### src/rtl/core/ubxfb_pkg.sv
// ubxfb_pkg: shared types and constants for the frame builder
// command record passed from the front end through the queue to the back end
// no dependencies
package ubxfb_pkg;

  localparam logic [7:0] SYNC_FIRST  = 8'hB5;
  localparam logic [7:0] SYNC_SECOND = 8'h62;
  localparam logic [7:0] MAX_PAYLOAD = 8'd255;

  // input action codes
  localparam logic ACT_START   = 1'b0;
  localparam logic ACT_PAYLOAD = 1'b1;

  // kind of work handed to the back end
  typedef enum logic [1:0] {
    KIND_START   = 2'd0,
    KIND_PAYLOAD = 2'd1,
    KIND_STRAY   = 2'd2
  } cmd_kind_t;

  // one queued command: bytes to send plus the checksum that closes the frame
  typedef struct packed {
    cmd_kind_t   kind;
    logic [7:0]  b0;        // class on a start, data byte on a payload
    logic [7:0]  b1;        // id on a start
    logic [7:0]  b2;        // length low byte on a start
    logic [7:0]  chk_a;
    logic [7:0]  chk_b;
    logic        with_chk;  // frame closes with this command
  } cmd_t;

endpackage

### src/rtl/core/ubxfb_channels_if.sv
// ubxfb_in_if / ubxfb_out_if: valid/ready channels of the frame builder
// input item channel and frame byte result channel, no dependencies
interface ubxfb_in_if;
  logic       valid;
  logic       ready;
  logic       action;
  logic [7:0] msg_class;
  logic [7:0] msg_id;
  logic [7:0] payload_length;
  logic [7:0] payload_byte;

  modport source (output valid, action, msg_class, msg_id, payload_length, payload_byte,
                  input ready);
  modport sink   (input valid, action, msg_class, msg_id, payload_length, payload_byte,
                  output ready);
endinterface

interface ubxfb_out_if;
  logic       valid;
  logic       ready;
  logic [7:0] frame_byte;
  logic       run_last;
  logic       frame_end;
  logic       stray_error;

  modport source (output valid, frame_byte, run_last, frame_end, stray_error,
                  input ready);
  modport sink   (input valid, frame_byte, run_last, frame_end, stray_error,
                  output ready);
endinterface

### src/rtl/core/ubx_frame_builder.sv
// ubx_frame_builder: top level of the binary command frame encoder
// depends on ubxfb_pkg, ubxfb_channels_if, ubxfb_front, ubxfb_cmd_fifo, ubxfb_back
//
// Turns start and payload items into a framed byte stream: sync bytes 0xB5 0x62,
// class, id, length (low, then a zero high byte), the payload bytes, and the
// two Fletcher checksum bytes. The output sends one byte per cycle while the
// receiver is ready. A start makes six bytes (eight for an empty message), a
// payload byte makes one (three for the last one, which closes the frame), and a
// stray payload byte makes one byte flagged as an error. The front end
// takes an item every cycle while the command queue (QUEUE_DEPTH entries) has
// room; sustained throughput is set by the single output byte lane.
module ubx_frame_builder #(
  parameter int QUEUE_DEPTH = 2
) (
  input  logic         clk,
  input  logic         rst_n,
  ubxfb_in_if.sink     in_ch,
  ubxfb_out_if.source  out_ch
);
  import ubxfb_pkg::*;

  cmd_t push_cmd, head_cmd;
  logic q_push, q_pop, q_full, q_empty;

  // front end: classify items and keep the running sums
  ubxfb_front u_front (
    .clk    (clk),
    .rst_n  (rst_n),
    .in_ch  (in_ch),
    .q_full (q_full),
    .q_push (q_push),
    .q_cmd  (push_cmd)
  );

  // command queue
  ubxfb_cmd_fifo #(
    .DEPTH (QUEUE_DEPTH)
  ) u_fifo (
    .clk      (clk),
    .rst_n    (rst_n),
    .push     (q_push),
    .push_cmd (push_cmd),
    .full     (q_full),
    .pop      (q_pop),
    .head_cmd (head_cmd),
    .empty    (q_empty)
  );

  // back end: byte sequencer and output register
  ubxfb_back u_back (
    .clk     (clk),
    .rst_n   (rst_n),
    .q_empty (q_empty),
    .q_head  (head_cmd),
    .q_pop   (q_pop),
    .out_ch  (out_ch)
  );

`ifndef SYNTH
  // a stray byte result is a lone zero byte that closes no frame
  a_stray_shape: assert property (@(posedge clk) disable iff (!rst_n)
    (out_ch.valid && out_ch.stray_error) |->
      (out_ch.run_last && !out_ch.frame_end && out_ch.frame_byte == 8'd0))
    else $error("stray error result malformed");

  // the closing checksum byte is always the last byte of its item
  a_end_is_last: assert property (@(posedge clk) disable iff (!rst_n)
    (out_ch.valid && out_ch.frame_end) |-> out_ch.run_last)
    else $error("frame end without run last");

  // the queue is never written while full or read while empty
  a_queue_bounds: assert property (@(posedge clk) disable iff (!rst_n)
    !(q_push && q_full) && !(q_pop && q_empty))
    else $error("command queue overflow or underflow");

  // no result is offered on the first edge out of reset
  a_reset_quiet: assert property (@(posedge clk)
    (rst_n && $past(!rst_n)) |-> !out_ch.valid)
    else $error("output valid after reset");
`endif

endmodule

### src/rtl/core/ubxfb_front.sv
// ubxfb_front: accepts input items, tracks the open message and the
// running Fletcher sums, and queues one command per item
// depends on ubxfb_pkg and ubxfb_in_if
module ubxfb_front (
  input  logic            clk,
  input  logic            rst_n,
  ubxfb_in_if.sink        in_ch,
  input  logic            q_full,
  output logic            q_push,
  output ubxfb_pkg::cmd_t q_cmd
);
  import ubxfb_pkg::*;

  logic       open_r, open_nxt;
  logic [7:0] remain_r, remain_nxt;
  logic [7:0] sum_a_r, sum_a_nxt;
  logic [7:0] sum_b_r, sum_b_nxt;

  logic [7:0] len_sat;
  logic [7:0] hdr_a2, hdr_a3, hdr_b;
  logic [7:0] pay_a, pay_b, remain_dec;

  assign in_ch.ready = !q_full;
  assign q_push      = in_ch.valid && !q_full;

  // header sums over class, id, length low and a zero length high
  always_comb begin
    len_sat = (in_ch.payload_length > MAX_PAYLOAD) ? MAX_PAYLOAD : in_ch.payload_length;
    hdr_a2  = in_ch.msg_class + in_ch.msg_id;
    hdr_a3  = hdr_a2 + len_sat;
    hdr_b   = in_ch.msg_class + hdr_a2 + hdr_a3 + hdr_a3;
    pay_a      = sum_a_r + in_ch.payload_byte;
    pay_b      = sum_b_r + pay_a;
    remain_dec = remain_r - 8'd1;
  end

  // classify the item and work out the next state
  always_comb begin
    open_nxt   = open_r;
    remain_nxt = remain_r;
    sum_a_nxt  = sum_a_r;
    sum_b_nxt  = sum_b_r;
    q_cmd          = '0;
    q_cmd.b0       = in_ch.payload_byte;
    q_cmd.b1       = in_ch.msg_id;
    q_cmd.b2       = len_sat;
    priority if (in_ch.action == ACT_START) begin
      q_cmd.kind     = KIND_START;
      q_cmd.b0       = in_ch.msg_class;
      q_cmd.chk_a    = hdr_a3;
      q_cmd.chk_b    = hdr_b;
      q_cmd.with_chk = (len_sat == 8'd0);
      sum_a_nxt      = hdr_a3;
      sum_b_nxt      = hdr_b;
      open_nxt       = (len_sat != 8'd0);
      remain_nxt     = len_sat;
    end else if (open_r) begin
      q_cmd.kind     = KIND_PAYLOAD;
      q_cmd.chk_a    = pay_a;
      q_cmd.chk_b    = pay_b;
      q_cmd.with_chk = (remain_dec == 8'd0);
      sum_a_nxt      = pay_a;
      sum_b_nxt      = pay_b;
      open_nxt       = (remain_dec != 8'd0);
      remain_nxt     = remain_dec;
    end else begin
      q_cmd.kind     = KIND_STRAY;
    end
  end

  // message state, updated on each input transfer
  always_ff @(posedge clk) begin
    if (!rst_n) begin
      open_r   <= 1'b0;
      remain_r <= 8'd0;
      sum_a_r  <= 8'd0;
      sum_b_r  <= 8'd0;
    end else if (q_push) begin
      open_r   <= open_nxt;
      remain_r <= remain_nxt;
      sum_a_r  <= sum_a_nxt;
      sum_b_r  <= sum_b_nxt;
    end
  end

endmodule

### src/rtl/core/ubxfb_cmd_fifo.sv
// ubxfb_cmd_fifo: small command queue between front and back end
// depends on ubxfb_pkg
module ubxfb_cmd_fifo #(
  parameter int DEPTH = 2
) (
  input  logic            clk,
  input  logic            rst_n,
  input  logic            push,
  input  ubxfb_pkg::cmd_t push_cmd,
  output logic            full,
  input  logic            pop,
  output ubxfb_pkg::cmd_t head_cmd,
  output logic            empty
);
  import ubxfb_pkg::*;

  localparam int PW = $clog2(DEPTH);
  localparam int CW = $clog2(DEPTH + 1);
  localparam logic [PW-1:0] LAST_PTR = PW'(DEPTH - 1);

  cmd_t          slot_r [DEPTH];
  logic [PW-1:0] wr_ptr_r, rd_ptr_r;
  logic [CW-1:0] count_r;

  assign full     = (count_r == CW'(DEPTH));
  assign empty    = (count_r == '0);
  assign head_cmd = slot_r[rd_ptr_r];

  // storage
  always_ff @(posedge clk) begin
    if (push) begin
      slot_r[wr_ptr_r] <= push_cmd;
    end
  end

  // pointers and fill count
  always_ff @(posedge clk) begin
    if (!rst_n) begin
      wr_ptr_r <= '0;
      rd_ptr_r <= '0;
      count_r  <= '0;
    end else begin
      if (push) begin
        wr_ptr_r <= (wr_ptr_r == LAST_PTR) ? '0 : wr_ptr_r + 1'b1;
      end
      if (pop) begin
        rd_ptr_r <= (rd_ptr_r == LAST_PTR) ? '0 : rd_ptr_r + 1'b1;
      end
      if (push && !pop) begin
        count_r <= count_r + 1'b1;
      end else if (pop && !push) begin
        count_r <= count_r - 1'b1;
      end
    end
  end

endmodule

### src/rtl/core/ubxfb_back.sv
// ubxfb_back: walks each queued command byte by byte into the output register
// depends on ubxfb_pkg and ubxfb_out_if
module ubxfb_back (
  input  logic            clk,
  input  logic            rst_n,
  input  logic            q_empty,
  input  ubxfb_pkg::cmd_t q_head,
  output logic            q_pop,
  ubxfb_out_if.source     out_ch
);
  import ubxfb_pkg::*;

  // byte positions within a start command
  localparam logic [2:0] S_SYNC1  = 3'd0;
  localparam logic [2:0] S_SYNC2  = 3'd1;
  localparam logic [2:0] S_CLASS  = 3'd2;
  localparam logic [2:0] S_ID     = 3'd3;
  localparam logic [2:0] S_LEN_LO = 3'd4;
  localparam logic [2:0] S_LEN_HI = 3'd5;
  localparam logic [2:0] S_CHK_A  = 3'd6;
  localparam logic [2:0] S_CHK_B  = 3'd7;
  // byte positions within a payload command
  localparam logic [2:0] P_DATA   = 3'd0;
  localparam logic [2:0] P_CHK_A  = 3'd1;
  localparam logic [2:0] P_CHK_B  = 3'd2;

  logic [2:0] step_r;
  logic       out_valid_r;
  logic [7:0] byte_r;
  logic       last_r, end_r, err_r;

  logic [2:0] last_step;
  logic [7:0] cur_byte;
  logic       cur_err;
  logic       is_last, load;

  // select the byte for the current step
  always_comb begin
    last_step = P_DATA;
    cur_byte  = 8'd0;
    cur_err   = 1'b0;
    unique case (q_head.kind)
      KIND_START: begin
        last_step = q_head.with_chk ? S_CHK_B : S_LEN_HI;
        unique case (step_r)
          S_SYNC1:  cur_byte = SYNC_FIRST;
          S_SYNC2:  cur_byte = SYNC_SECOND;
          S_CLASS:  cur_byte = q_head.b0;
          S_ID:     cur_byte = q_head.b1;
          S_LEN_LO: cur_byte = q_head.b2;
          S_LEN_HI: cur_byte = 8'd0;
          S_CHK_A:  cur_byte = q_head.chk_a;
          S_CHK_B:  cur_byte = q_head.chk_b;
          default:  cur_byte = 8'd0;
        endcase
      end
      KIND_PAYLOAD: begin
        last_step = q_head.with_chk ? P_CHK_B : P_DATA;
        unique case (step_r)
          P_DATA:  cur_byte = q_head.b0;
          P_CHK_A: cur_byte = q_head.chk_a;
          P_CHK_B: cur_byte = q_head.chk_b;
          default: cur_byte = 8'd0;
        endcase
      end
      KIND_STRAY: begin
        cur_err = 1'b1;
      end
      default: begin
        cur_err = 1'b1;
      end
    endcase
  end

  assign is_last = (step_r == last_step);
  assign load    = !out_valid_r || out_ch.ready;
  assign q_pop   = load && !q_empty && is_last;

  // step counter and output valid
  always_ff @(posedge clk) begin
    if (!rst_n) begin
      step_r      <= 3'd0;
      out_valid_r <= 1'b0;
    end else if (load) begin
      out_valid_r <= !q_empty;
      if (!q_empty) begin
        step_r <= is_last ? 3'd0 : step_r + 3'd1;
      end
    end
  end

  // output payload register
  always_ff @(posedge clk) begin
    if (load && !q_empty) begin
      byte_r <= cur_byte;
      last_r <= is_last;
      end_r  <= is_last && q_head.with_chk;
      err_r  <= cur_err;
    end
  end

  assign out_ch.valid       = out_valid_r;
  assign out_ch.frame_byte  = byte_r;
  assign out_ch.run_last    = last_r;
  assign out_ch.frame_end   = end_r;
  assign out_ch.stray_error = err_r;

endmodule

### src/flat_wrapper.sv
// flat-port wrapper written by rule: the top's interface ports become plain ports
module ubx_frame_builder_flat import ubxfb_pkg::*;
#(
  parameter int QUEUE_DEPTH = 2
)
  (clk, rst_n, in_ch_valid, in_ch_action, in_ch_msg_class, in_ch_msg_id, in_ch_payload_length, in_ch_payload_byte, in_ch_ready, out_ch_valid, out_ch_frame_byte, out_ch_run_last, out_ch_frame_end, out_ch_stray_error, out_ch_ready);
  ubxfb_in_if in_ch_i ();
  ubxfb_out_if out_ch_i ();
  input  logic clk;
  input  logic rst_n;
  input wire logic [$bits(in_ch_i.valid)-1:0] in_ch_valid;
  input wire logic [$bits(in_ch_i.action)-1:0] in_ch_action;
  input wire logic [$bits(in_ch_i.msg_class)-1:0] in_ch_msg_class;
  input wire logic [$bits(in_ch_i.msg_id)-1:0] in_ch_msg_id;
  input wire logic [$bits(in_ch_i.payload_length)-1:0] in_ch_payload_length;
  input wire logic [$bits(in_ch_i.payload_byte)-1:0] in_ch_payload_byte;
  output wire logic [$bits(in_ch_i.ready)-1:0] in_ch_ready;
  output wire logic [$bits(out_ch_i.valid)-1:0] out_ch_valid;
  output wire logic [$bits(out_ch_i.frame_byte)-1:0] out_ch_frame_byte;
  output wire logic [$bits(out_ch_i.run_last)-1:0] out_ch_run_last;
  output wire logic [$bits(out_ch_i.frame_end)-1:0] out_ch_frame_end;
  output wire logic [$bits(out_ch_i.stray_error)-1:0] out_ch_stray_error;
  input wire logic [$bits(out_ch_i.ready)-1:0] out_ch_ready;
  assign in_ch_i.valid = in_ch_valid;
  assign in_ch_i.action = in_ch_action;
  assign in_ch_i.msg_class = in_ch_msg_class;
  assign in_ch_i.msg_id = in_ch_msg_id;
  assign in_ch_i.payload_length = in_ch_payload_length;
  assign in_ch_i.payload_byte = in_ch_payload_byte;
  assign in_ch_ready = in_ch_i.ready;
  assign out_ch_valid = out_ch_i.valid;
  assign out_ch_frame_byte = out_ch_i.frame_byte;
  assign out_ch_run_last = out_ch_i.run_last;
  assign out_ch_frame_end = out_ch_i.frame_end;
  assign out_ch_stray_error = out_ch_i.stray_error;
  assign out_ch_i.ready = out_ch_ready;
  ubx_frame_builder #(.QUEUE_DEPTH(QUEUE_DEPTH)) u_core (.clk(clk), .rst_n(rst_n), .in_ch(in_ch_i), .out_ch(out_ch_i));
endmodule
### config.mk
export PLATFORM = sky130hd
export DESIGN_NAME = ubx_frame_builder_flat
export DESIGN_NICKNAME = d
export VERILOG_FILES = /design/src/rtl/core/ubxfb_pkg.sv /design/src/rtl/core/ubxfb_channels_if.sv /design/src/rtl/core/ubx_frame_builder.sv /design/src/rtl/core/ubxfb_front.sv /design/src/rtl/core/ubxfb_cmd_fifo.sv /design/src/rtl/core/ubxfb_back.sv /design/src/flat_wrapper.sv
export SDC_FILE = /design/constraint.sdc
export NUM_CORES = 1
export LEC_CHECK = 0
export ABC_AREA = 1
export ABC_CLOCK_PERIOD_IN_PS = 5200
export BUFFER_PORTS_ARGS = -buffer_cell sky130_fd_sc_hd__buf_4
export CAP_MARGIN = 40
export CORE_ASPECT_RATIO = 1.4
export CORE_MARGIN = 2
export CORE_UTILIZATION = 34
export CTS_BUF_LIST = sky130_fd_sc_hd__clkbuf_16
export CTS_CLUSTER_DIAMETER = 40
export DETAILED_ROUTE_END_ITERATION = 12
export HOLD_SLACK_MARGIN = 0.12
export PLACE_DENSITY = 0.61
export SETUP_SLACK_MARGIN = 0.05
export SYNTH_ARGS = -nofsm -noshare
export SYNTH_HDL_FRONTEND = slang
export SYNTH_SLANG_ARGS = --single-unit
### constraint.sdc
create_clock -name clk -period 5.2 [get_ports clk]
set_input_delay 0.78 -clock clk [delete_from_list [all_inputs] [get_ports clk]]
set_output_delay 0.78 -clock clk [all_outputs]
set_load 0.02 [all_outputs]
==> flow_metrics.tcl <==
set metrics [dict create \
    path_cells "buf_4, ha_1, fa_1, a31oi_1, xor2_1, inv_1, ha_1, a21oi_1, nand2_1, xnor2_1, fa_1, inv_1, ha_1, a21oi_1, nand2_1, nor2b_1, nand3_1, nand2_1, inv_1, nand2_1, nand3_1, a21oi_1" \
    crit_path_start_kind "primary input" \
    grt_pass1_wl_um 32100 \
    post_layout_nonfiller_instances 1267 \
    placement.io_buffers 49 \
    core_region_area_um2 22400 \
    leakagePower_uw 0.00402 \
    first_pass_iters 5 \
    r2r.worst_path.cells 15 \
    detail_route.wl_per_cell_um 16.0 \
    clkLatencyLatePin_ns 0.43 \
    critPathLaunch "in_ch_msg_id[0]" \
    hold_path_class "reg -> reg" \
    final-hold-violation-count 0 \
    met2_usage_pct 29.7 \
    synth_async_sr_flop_share_pct 0 \
    synth_warnings 0 \
    grt_max_degree 45 \
    insertedDiodeCount 0 \
    finish.net_count 1047 \
    critical_path.max_stage_delay_ns 0.48 \
    placement_rows 65 \
    first_global_vias 6119 \
    normalized_max_slew_margin_pct 47.2 \
    die_w_um 131 \
    worstPathMaxFanout 4 \
    synthesis.area_um2 7680 \
    worst_hold_startpoint "u_core.u_front.sum_a_r[0]" \
    period_minus_slack_ns 4.42 \
    netlist.area_leader.share_pct 37.9 \
    rrSetupSlack_ns 2.25 \
    die-height_um 182 \
    critical_path_cell_count 22 \
    globalRouteOverflowTotal 0 \
    gpl.final_weighted_congestion 0.902 \
    top_usage_layer "met2" \
    crit_buf_inv 4 \
    timing.critical_path.slowest_stage_cell "sky130_fd_sc_hd__fa_1" \
    total_die_area_um2 23800 \
    initial_antenna_violation_count 0 \
    run_status "finished clean" \
    critical_path_required_ns 5.46 \
    grt_setup_unrepaired "no" \
    synthesis.nets 998 \
    setup_total_negative_slack_ns 0 \
    drt-initial-drc-count 494 \
    rr_endpoint "u_core.u_fifo.count_r[1]" \
    fin_ws_ns 0.781 \
    postCtsHoldBufs 0 \
    postSynthAreaPerCell_um2 8.50 \
    timing.critical_path.arrival_ns 4.68 \
    period_share_pct 85.0 \
    ys_ff_latch 131 \
    cp_delay_by_family_top "adder cells" \
    tritoncts "built" \
    gr-usage-met1_pct 20.9 \
    cts_buffers 17 \
    synth_seq_area_share_pct 46.8 \
    io-pin-count 50 \
    irDropWorstVdd_v 0.000250 \
    globalRouteMet3Util_pct 3.15 \
    layout-area-overhead-vs-synth_pct 16.6 \
    layout.filler_cells 2245 \
    drtAntennaViolNets 0 \
    placed_instances 1235 \
    worst_setup_path_endpoint "u_core.u_fifo.slot_r[0][8]" \
    synth-edff-count 97 \
    start_util_pct 34.4 \
    dp_hpwl_um 15000 \
    route.detailed.vias_per_inst 4.94 \
    groute.usage.overall_pct 17.8 \
    ctsHtreeMaxLevel 4 \
    max_slew_violations 0 \
    post_cts.resized_instances 0 \
    post_synth_inst_count 904 \
    clockBufferDepth 2 \
    finalWirelength_um 20300 \
    timing.critical_path.mode_cell "sky130_fd_sc_hd__nand2_1" \
    synth.area.top_cells "sky130_fd_sc_hd__edfxtp_1 38%, sky130_fd_sc_hd__nand2_1 12%, sky130_fd_sc_hd__dfxtp_1 8.9%, sky130_fd_sc_hd__ha_1 7.5%, sky130_fd_sc_hd__inv_1 5.3%" \
    fin_skew_ns 0.0114 \
    power.density_nw_per_um2 519 \
    cts_setup_buffers 0 \
    drive_gt1_share_pct 11.4 \
    dpl_worst_slack_ns 0.371 \
    cts.reportedPaths.clkPinSlew_ns 0.06 \
    worst_pin_slew_ns 0.791 \
    endpoint_kind_of_the_worst_setup_timing_path "register" \
    postSynth.topFlopCell "sky130_fd_sc_hd__edfxtp_1" \
    drc 0 \
    path_class "in -> reg" \
    netlist.top_cell.by_area "sky130_fd_sc_hd__edfxtp_1" \
    report.final.setup_viol 0 \
    cts-root-buf "sky130_fd_sc_hd__clkbuf_16" \
    synthDistinctLibCells 45 \
    drv.max_cap_violation_count 0 \
    detailroute.via_count 6260 \
    fmax_mhz 226 \
    cts.sink_count 131 \
]
## sequential cells by signal (all words and copies together), names as in the netlist, named ones only
name                              count
u_core.u_back.step_r                  3
u_core.u_front.open_r                 1
u_core.u_fifo.wr_ptr_r                1
u_core.u_front.sum_b_r                8
u_core.u_front.remain_r               8
u_core.u_front.sum_a_r                8
u_core.u_back.out_ch.frame_end        1
u_core.u_fifo.slot_r                 86
u_core.u_fifo.count_r                 2
u_core.u_back.out_ch.run_last         1
u_core.u_back.out_ch.valid            1
u_core.u_fifo.rd_ptr_r                1
u_core.u_back.out_ch.frame_byte       8
u_core.u_back.out_ch.stray_error      1
## power by group
part,switching [uW],leakage [uW],internal (uW)
combinational,1290,0.00255,691
clock,463,0.000274,698
sequential,90.1,0.00120,1420
## metal layers
| layer | part of all wire, % | up-vias | routed length (um) |
|---|---|---|---|
| met5 | 0 | - | 0 |
| met3 | 4.2 | 58 | 856 |
| met4 | 5.4 | 0 | 1090 |
| li1 | - | 3103 | - |
| met1 | 40 | 2930 | 8210 |
| met2 | 50 | 169 | 10200 |
## placed cells by master, fill, tap and decap left out, drive strengths merged, types with 2 or more instances in the layout
cell | Yosys | routed
a211oi | 5 | 5
a21oi | 52 | 52
fa | 11 | 11
dfxtp | 34 | 34
o21ai | 52 | 52
a21o | 2 | 2
inv | 111 | 112
and3 | 2 | 2
edfxtp | 97 | 97
clkbuf | 18 | 17
nand3 | 50 | 50
buf | 9 | 57
clkinvlp | 0 | 3
nand2 | 256 | 256
o21bai | 3 | 3
a221oi | 5 | 5
o2111ai | 4 | 4
nor3 | 5 | 5
o211ai | 3 | 3
o21a | 8 | 8
ha | 46 | 46
xnor2 | 7 | 7
nor4 | 3 | 3
a31oi | 4 | 4
bufinv | 0 | 2
clkinv | 0 | 9
and2 | 3 | 3
nand4 | 6 | 6
nor2 | 72 | 72
or2 | 6 | 6
a22o | 4 | 4
xor2 | 18 | 18
## worst min-delay path by stage
stage	depth (start not counted)	endpoint
after floorplan	1	u_core.u_front.sum_a_r[0]
after global placement	1	u_core.u_front.sum_a_r[0]
after detailed placement	1	u_core.u_front.sum_a_r[0]
after CTS	1	u_core.u_front.sum_a_r[0]
after global routing	2	register
final	1	u_core.u_front.sum_a_r[0]
## cell families (layout without fill, tap and decap cells)
logic type | Yosys count | in the layout | share of synthesized area, %
and+or+nand+nor | 406 | 406 | 21.8
AOI/OAI and AO/OA | 147 | 147 | 11.3
buffers and inverters | 138 | 200 | 6.90
DFF | 131 | 131 | 46.8
adders and majority gates | 57 | 57 | 10.4
xor gates and xnor gates | 25 | 25 | 2.85
## layout make-up
| type | count | area (um^2) | share of cell area (%) |
|---|---|---|---|
| clock buffers | 17 | 425 | 4.75 |
| clock inverters | 15 | 141 | 1.58 |
| inverters | 111 | 419 | 4.68 |
| multi-input cells | 635 | 3570 | 39.9 |
| flip-flops and latches | 131 | 3590 | 40.1 |
| well taps | 301 | 377 | 4.20 |
| repair buffers | 57 | 428 | 4.78 |
## through the flow
step / total power [uW] / hold slack, ns / area (um^2) / utilization (%)
global route: 4990 / 0.516 / 8960 / 40.1
CTS: 4670 / 0.479 / 8960 / 40.1
floorplan: 2930 / 0.445 / 7680 / -
detailed placement: 3500 / 0.465 / 8390 / 37.5
finish: 4650 / 0.475 / 8960 / 40.1
global placement: 3480 / 0.450 / 8390 / 37.5
## cells in the mapped netlist, types with 3 or more instances
cell type                   count
sky130_fd_sc_hd__nand2_1      252
sky130_fd_sc_hd__inv_1        108
sky130_fd_sc_hd__edfxtp_1      97
sky130_fd_sc_hd__nor2_1        67
sky130_fd_sc_hd__a21oi_1       52
sky130_fd_sc_hd__nand3_1       50
sky130_fd_sc_hd__o21ai_0       49
sky130_fd_sc_hd__ha_1          46
sky130_fd_sc_hd__dfxtp_1       34
sky130_fd_sc_hd__clkbuf_1      18
sky130_fd_sc_hd__xor2_1        18
sky130_fd_sc_hd__fa_1          11
sky130_fd_sc_hd__o21a_1         8
sky130_fd_sc_hd__xnor2_1        7
sky130_fd_sc_hd__nand4_1        6
sky130_fd_sc_hd__a211oi_1       5
sky130_fd_sc_hd__a221oi_1       5
sky130_fd_sc_hd__buf_2          5
sky130_fd_sc_hd__nor2_2         5
sky130_fd_sc_hd__nor3_1         5
sky130_fd_sc_hd__or2_2          5
sky130_fd_sc_hd__a22o_1         4
sky130_fd_sc_hd__a31oi_1        4
sky130_fd_sc_hd__nand2_2        4
sky130_fd_sc_hd__o2111ai_1      4
sky130_fd_sc_hd__and2_1         3
sky130_fd_sc_hd__buf_1          3
sky130_fd_sc_hd__nor4_1         3
sky130_fd_sc_hd__o211ai_1       3
sky130_fd_sc_hd__o21ai_2        3
sky130_fd_sc_hd__o21bai_1       3
Note: power is estimated with default switching activity, not from simulation.
